==> src/cdq_pkg.sv <==
// Shared types and constants for the circular deque.
package cdq_pkg;

	localparam int DEPTH_DEF = 16;
	localparam int DATA_W    = 32;
	localparam int CAP_W     = 5;
	localparam logic [CAP_W-1:0] CAP_RESET = 5'd16;

	typedef enum logic [1:0] {
		OP_PUSH_FRONT = 2'd0,
		OP_PUSH_REAR  = 2'd1,
		OP_POP_FRONT  = 2'd2,
		OP_POP_REAR   = 2'd3
	} op_t;

	typedef enum logic [1:0] {
		ST_DONE  = 2'd0,
		ST_FULL  = 2'd1,
		ST_EMPTY = 2'd2
	} status_t;

	typedef enum logic [1:0] {
		KIND_NONE  = 2'd0,
		KIND_WRITE = 2'd1,
		KIND_READ  = 2'd2
	} kind_t;

	// One request as it travels down the row of cells.
	typedef struct packed {
		logic              valid;
		kind_t             kind;
		status_t           status;
		logic [DATA_W-1:0] data;
	} item_t;

endpackage

==> src/cdq_ctrl.sv <==
// Index control: capacity register, front/rear indices and empty flag.
module cdq_ctrl
	import cdq_pkg::*;
#(
	parameter int DEPTH = DEPTH_DEF,
	parameter int AW    = $clog2(DEPTH)
) (
	input  logic              clk,
	input  logic              arst_n,
	input  logic              accept,
	input  logic [1:0]        operation,
	input  logic [DATA_W-1:0] push_value,
	input  logic              cfg_wen,
	input  logic [CAP_W-1:0]  cfg_wdata,
	output item_t             item,
	output logic [AW-1:0]     slot
);

	localparam int DW = $clog2(DEPTH + 1);
	localparam int CW = (CAP_W > DW) ? CAP_W : DW;

	logic [CAP_W-1:0] capacity_q;
	logic [AW-1:0]    front_q, rear_q;
	logic             empty_q;
	logic [AW-1:0]    front_d, rear_d;
	logic             empty_d;

	logic [CW-1:0] cap_ext, cap_eff, front_ext, rear_ext;
	logic [CW-1:0] front_inc, rear_inc;
	logic [AW-1:0] cap_last, fwd_front, fwd_rear, back_front, back_rear;
	logic          full;

	always_comb begin
		cap_ext = CW'(capacity_q);
		if (cap_ext < CW'(2)) begin
			cap_eff = CW'(2);
		end else if (cap_ext > CW'(DEPTH)) begin
			cap_eff = CW'(DEPTH);
		end else begin
			cap_eff = cap_ext;
		end
	end

	assign cap_last  = AW'(cap_eff - CW'(1));
	assign front_ext = CW'(front_q);
	assign rear_ext  = CW'(rear_q);
	assign front_inc = front_ext + CW'(1);
	assign rear_inc  = rear_ext + CW'(1);

	// Steps wrap inside the capacity in use; a stale index beyond it steps back to the end.
	assign fwd_front  = (front_inc >= cap_eff) ? '0 : AW'(front_inc);
	assign fwd_rear   = (rear_inc >= cap_eff) ? '0 : AW'(rear_inc);
	assign back_front = (front_q == '0 || front_ext > cap_eff) ? cap_last : front_q - AW'(1);
	assign back_rear  = (rear_q == '0 || rear_ext > cap_eff) ? cap_last : rear_q - AW'(1);
	assign full       = (fwd_rear == front_q);

	always_comb begin
		front_d     = front_q;
		rear_d      = rear_q;
		empty_d     = empty_q;
		item.valid  = accept;
		item.kind   = KIND_NONE;
		item.status = ST_DONE;
		item.data   = push_value;
		slot        = '0;
		case (op_t'(operation))
			OP_PUSH_FRONT, OP_PUSH_REAR: begin
				if (empty_q) begin
					front_d   = '0;
					rear_d    = '0;
					empty_d   = 1'b0;
					item.kind = KIND_WRITE;
				end else if (full) begin
					item.status = ST_FULL;
				end else if (op_t'(operation) == OP_PUSH_FRONT) begin
					front_d   = back_front;
					slot      = back_front;
					item.kind = KIND_WRITE;
				end else begin
					rear_d    = fwd_rear;
					slot      = fwd_rear;
					item.kind = KIND_WRITE;
				end
			end
			OP_POP_FRONT, OP_POP_REAR: begin
				if (empty_q) begin
					item.status = ST_EMPTY;
				end else begin
					item.kind = KIND_READ;
					slot      = (op_t'(operation) == OP_POP_FRONT) ? front_q : rear_q;
					if (front_q == rear_q) begin
						front_d = '0;
						rear_d  = '0;
						empty_d = 1'b1;
					end else if (op_t'(operation) == OP_POP_FRONT) begin
						front_d = fwd_front;
					end else begin
						rear_d = back_rear;
					end
				end
			end
			default: begin
				item.kind = KIND_NONE;
			end
		endcase
	end

	always_ff @(posedge clk or negedge arst_n) begin
		if (!arst_n) begin
			capacity_q <= CAP_RESET;
			front_q    <= '0;
			rear_q     <= '0;
			empty_q    <= 1'b1;
		end else begin
			if (cfg_wen) begin
				capacity_q <= cfg_wdata;
			end
			if (accept) begin
				front_q <= front_d;
				rear_q  <= rear_d;
				empty_q <= empty_d;
			end
		end
	end

endmodule

==> src/cdq_cell.sv <==
// One store entry of the deque with its stage of the request pipeline.
module cdq_cell
	import cdq_pkg::*;
#(
	parameter int AW  = 4,
	parameter int IDX = 0
) (
	input  logic          clk,
	input  logic          arst_n,
	input  logic          advance,
	input  item_t         in_item,
	input  logic [AW-1:0] in_slot,
	output item_t         out_item,
	output logic [AW-1:0] out_slot
);

	logic [DATA_W-1:0] entry_q;
	logic              valid_q;
	kind_t             kind_q;
	status_t           status_q;
	logic [DATA_W-1:0] data_q;
	logic [AW-1:0]     slot_q;
	logic              hit;

	assign hit = in_item.valid && (in_slot == AW'(IDX));

	always_ff @(posedge clk or negedge arst_n) begin
		if (!arst_n) begin
			valid_q <= 1'b0;
		end else if (advance) begin
			valid_q <= in_item.valid;
		end
	end

	// Requests pass every cell in order, so reads here always see earlier writes.
	always_ff @(posedge clk) begin
		if (advance) begin
			kind_q   <= in_item.kind;
			status_q <= in_item.status;
			slot_q   <= in_slot;
			if (hit && in_item.kind == KIND_READ) begin
				data_q <= entry_q;
			end else begin
				data_q <= in_item.data;
			end
			if (hit && in_item.kind == KIND_WRITE) begin
				entry_q <= in_item.data;
			end
		end
	end

	assign out_item.valid  = valid_q;
	assign out_item.kind   = kind_q;
	assign out_item.status = status_q;
	assign out_item.data   = data_q;
	assign out_slot        = slot_q;

endmodule

==> src/circular_deque.sv <==
// Top level of the circular deque: index control followed by a row of store cells.
// The first cell loads a request at the edge that accepts it; the request then passes through
// the remaining cells in order to the output, where it waits until the result side takes it.
// Throughput: one request per cycle while the result side takes results; the whole row
// holds while a result waits. Reset empties the deque, zeroes both indices, sets the
// capacity to 16 and drops requests in flight; store contents are not cleared.
module circular_deque
	import cdq_pkg::*;
#(
	parameter int DEPTH = DEPTH_DEF
) (
	input  logic             clk,
	input  logic             arst_n,
	input  logic             s_tvalid,
	output logic             s_tready,
	input  logic [39:0]      s_tdata,   // operation[1:0], push_value[33:2], zeros above
	output logic             m_tvalid,
	input  logic             m_tready,
	output logic [39:0]      m_tdata,   // popped_value[31:0], status[33:32], zeros above
	input  logic             cfg_wen,
	input  logic [CAP_W-1:0] cfg_wdata
);

	localparam int AW = (DEPTH > 1) ? $clog2(DEPTH) : 1;

	item_t         chain_item [0:DEPTH];
	logic [AW-1:0] chain_slot [0:DEPTH];
	logic          advance;
	logic          accept;
	item_t         last;

	assign last     = chain_item[DEPTH];
	assign advance  = !last.valid || m_tready;
	assign s_tready = advance;
	assign accept   = s_tvalid && advance;

	cdq_ctrl #(
		.DEPTH (DEPTH),
		.AW    (AW)
	) u_ctrl (
		.clk        (clk),
		.arst_n     (arst_n),
		.accept     (accept),
		.operation  (s_tdata[1:0]),
		.push_value (s_tdata[33:2]),
		.cfg_wen    (cfg_wen),
		.cfg_wdata  (cfg_wdata),
		.item       (chain_item[0]),
		.slot       (chain_slot[0])
	);

	for (genvar k = 0; k < DEPTH; k++) begin : g_cell
		cdq_cell #(
			.AW  (AW),
			.IDX (k)
		) u_cell (
			.clk      (clk),
			.arst_n   (arst_n),
			.advance  (advance),
			.in_item  (chain_item[k]),
			.in_slot  (chain_slot[k]),
			.out_item (chain_item[k+1]),
			.out_slot (chain_slot[k+1])
		);
	end

	assign m_tvalid = last.valid;
	assign m_tdata  = {6'b0, last.status,
		(last.kind == KIND_READ) ? last.data : {DATA_W{1'b0}}};

endmodule

==> config.mk <==
export PLATFORM = sky130hd
export DESIGN_NAME = circular_deque
export DESIGN_NICKNAME = d
export VERILOG_FILES = /design/src/cdq_pkg.sv /design/src/cdq_ctrl.sv /design/src/cdq_cell.sv /design/src/circular_deque.sv
export SDC_FILE = /design/constraint.sdc
export NUM_CORES = 1
export LEC_CHECK = 0
export BUFFER_PORTS_ARGS = -buffer_cell sky130_fd_sc_hd__buf_4
export CORE_MARGIN = 10
export CORE_UTILIZATION = 50
export DETAILED_ROUTE_END_ITERATION = 16
export GPL_ROUTABILITY_DRIVEN = 1
export PLACE_DENSITY = 0.73
export SLEW_MARGIN = 40
export SYNTH_ARGS = -nofsm -noshare
export SYNTH_HDL_FRONTEND = slang
export SYNTH_SLANG_ARGS = --single-unit
==> constraint.sdc <==
create_clock -name clk -period 73.8 [get_ports clk]
set_clock_uncertainty 0.15 [all_clocks]
set_input_delay 11.07 -clock clk [delete_from_list [all_inputs] [get_ports clk]]
set_output_delay 11.07 -clock clk [all_outputs]
set_load 0.01 [all_outputs]
==> out/summary.txt <==
crit-path max cell delay = 440 ps
Area growth syn-to-layout = 13.02%
drt total wl = 56.05 mm
clk buf depth = 3
final design utilization = 0.5689
Relative slew margins = 0.4606
Final Non-Filler Cells = 3513
Core Box Area = 0.08662 mm²
crit path time final = 23640 ps
fmax = 42.31 MHz
TritonCTS clock tree = done
GRT Residual Overflow = 0
nets@finish = 2342
RSZ-0062 raised after global routing = no
Sequential Power Share = 0.585
# diodes = 0
placed cell area = 0.04582 mm²
largest net degree at the start of global routing = 162
Register Area = 0.03523 mm²
DRC viols = 0
number of synthesized flops with an enable pin = 1148
die height = 315.3 µm
dpl cells = 3315
Worst Path Max Fanout = 111
crit path capture type = primary output
CTS HTree Levels = 3
area of the multi-input gates = 0.008164 mm²
Tcrit/Tclk final = 0.3203
register bit total from synthesis = 1178
fin worst setup slack = 50160 ps
Worst Path Required = 62580 ps
TNS Setup = 0 ps
ys flop type = edfxtp_1
first-pass GRT wire length = 95.56 mm
Final Hold Vio Count = 0
DR WL/cell = 15.96 µm
asr flop ratio synth = 0.02547
top-count cell post-synth = edfxtp_1
Sink Count = 1178
Logic pwr share = 0.141
Worst Setup Start Kind = input port
Cell Pwr Density = 39.37 mW/mm²
Routed Antenna Nets = 0
Hold WS = 266.0 ps
setup violators final = 0
arrival time worst endpoint = 12420 ps
worst skew pair latency = 660 ps
transition time at the pin with the least slew margin = 809.2 ps
Netlist cell types = 62
total track usage = 0.1139
CP cell instances = buf_4 > nor2b_4 > inv_8 > buf_4
number of post-CTS setup repair buffers = 0
GPL Wtd Cong = 0.7406
Pre-antenna DRT Iters = 4
synth cell count leaders = edfxtp_1 (1148), mux2_2 (518), nand2_1 (66), clkbuf_1 (56), and2_1 (33)
Switching Fraction = 0.2336
cell taking the most area after synthesis = edfxtp_1
via/cell ratio = 5.063
Slowest cell on crit path = nor2b_4
Most common cell on crit path = buf_4
initial drt markers = 1166
layout cells sized above 1 = 0.3478
syn_area_per_cell = 20.59 µm²
die footprint = 0.09941 mm²
I/O Buffers = 79
IO Pins = 92
Rows = 108
VDD IR-drop max = 26.55 µV
Starting Density = 0.5033
area of the mapped netlist = 0.04360 mm²
clock power share = 0.274
fillers = 6187
DP Wirelength = 34.83 mm
area share of the largest cell type after synthesis = 0.7907
root buffer cell = clkbuf_16
Syn Inst Count = 2117
post-route cell area = 0.04927 mm²
Pint = 1.487 mW
post-cts repair resize count = 0
type of the worst min-delay path = flop to flop
Synth Warn # = 0
clk slew on worst S/H paths = 60 ps
largest cells by area after synthesis = edfxtp_1 (79%), mux2_2 (13%), dfrtp_1 (1.6%)
antenna violations before repair = 1
critical path class = input port to primary output
run status = complete, no violations
max-cap viol count = 0
DP Worst Slack = 50180 ps
vias = 17790
CTS Buf Count = 110
Power Total = 1.940 mW
number of global-route vias before repair = 18960
LEAKAGE = 16.78 nW
number of max-slew violations in the final report = 0
# hold bufs at CTS = 0
switching pwr = 453.1 µW
chip width = 315.3 µm
Seq/Total Area, Yosys = 0.8080
==> kinds of logic (layout without fill, tap and decap cells) <==
family,count (synthesis),count (layout),synth area share
flip-flops,1178,1178,0.8080
multiplexers,528,528,0.1361
AND/OR/NAND/NOR,215,215,0.02767
buffers and inverters,92,328,0.008753
adder cells (fa/ha/maj),24,24,0.006687
AO/OA/AOI/OAI,66,66,0.01013
XOR/XNOR,13,13,0.002612
other,1,6,0.00008601
==> power by group through the flow <==
stage	registers, mW	logic (mW)	clock network, mW
final	1.13	0.274	0.532
after global routing	1.16	0.307	0.571
after CTS	1.14	0.278	0.546
after detailed placement	1.15	0.273	0
after global placement	1.13	0.262	0
after floorplan	1.17	0.217	0
==> per-layer routing <==
metal  wire (µm)  GRT usage
met5           0          0
met4        1354    0.03936
met3        2229    0.02442
met2       28300     0.1941
met1       24170     0.1433
==> registers in the layout, summed over array words and instances, names as in the netlist <==
name,flops
u_ctrl.front_q,4
u_ctrl.rear_q,4
g_cell.u_cell.valid_q,16
u_ctrl.empty_q,1
g_cell.u_cell.status_q,32
g_cell.u_cell.out_slot,60
g_cell.u_cell.data_q,512
g_cell.u_cell.entry_q,512
u_ctrl.cap_ext,5
g_cell.u_cell.kind_q,32
==> critical path: cells and delay by family <==
kind | cells | cell delay, ps
buffers and inverters | 3 | 790
and+or+nand+nor | 1 | 440
==> final timing paths <==
check | from | slack (ps) | cells past startpoint | end
setup / recovery | m_tready | 50160 | 4 | s_tready
setup reg to reg | u_ctrl.rear_q[0]$_DFFE_PN0P_ | 68800 | 13 | g_cell[0].u_cell.entry_q[0]$_DFFE_PP_
hold / removal | g_cell[0].u_cell.status_q[0]$_SDFFCE_PP0N_ | 270 | 0 | g_cell[1].u_cell.status_q[0]$_DFFE_PN_
max in group asynchronous | arst_n | 62920 | 1 | u_ctrl.empty_q$_DFFE_PN1P_
hold reg to reg | g_cell[0].u_cell.status_q[0]$_SDFFCE_PP0N_ | 270 | 0 | g_cell[1].u_cell.status_q[0]$_DFFE_PN_
min in group asynchronous | arst_n | 10220 | 1 | u_ctrl.cap_ext[2]$_DFFE_PN0P_
==> cells in the final DEF (no fill, tap or decap), types with 5 or more instances in the layout <==
cell       Yosys  routed
nand4_1        9       9
nor3_1        10       7
mux2i_1       10      10
clkbuf_1      56      22
nor2b_1        7       6
conb_1         1       6
xor2_1         9       9
mux2_2       518     518
inv_1         15      14
clkinv_1       0      29
nand3_1        6       6
and2_1        33      33
edfxtp_1    1148    1148
nor4b_2        0      15
clkbuf_16      0     113
clkinv_2       0      20
dfrtp_1       28      28
nor3b_2        0       5
a21oi_1       15      15
o21ai_0       14      14
buf_4          9     109
nand2_1       66      66
nor2_1        28      28
and4b_1        5       5
nand4b_1       5       5
bufinv_16      0       7
ha_1          20      20
==> final cells by class <==
cell class              count  area share
flip-flops and latches   1178      0.7149
inverters                  15    0.001295
well taps                1155     0.02933
clock inverters            63     0.01069
clock buffers             135     0.05906
multi-input cells         852      0.1657
repair buffers            115     0.01904
No activity file was read; power rests on OpenSTA's default activity.
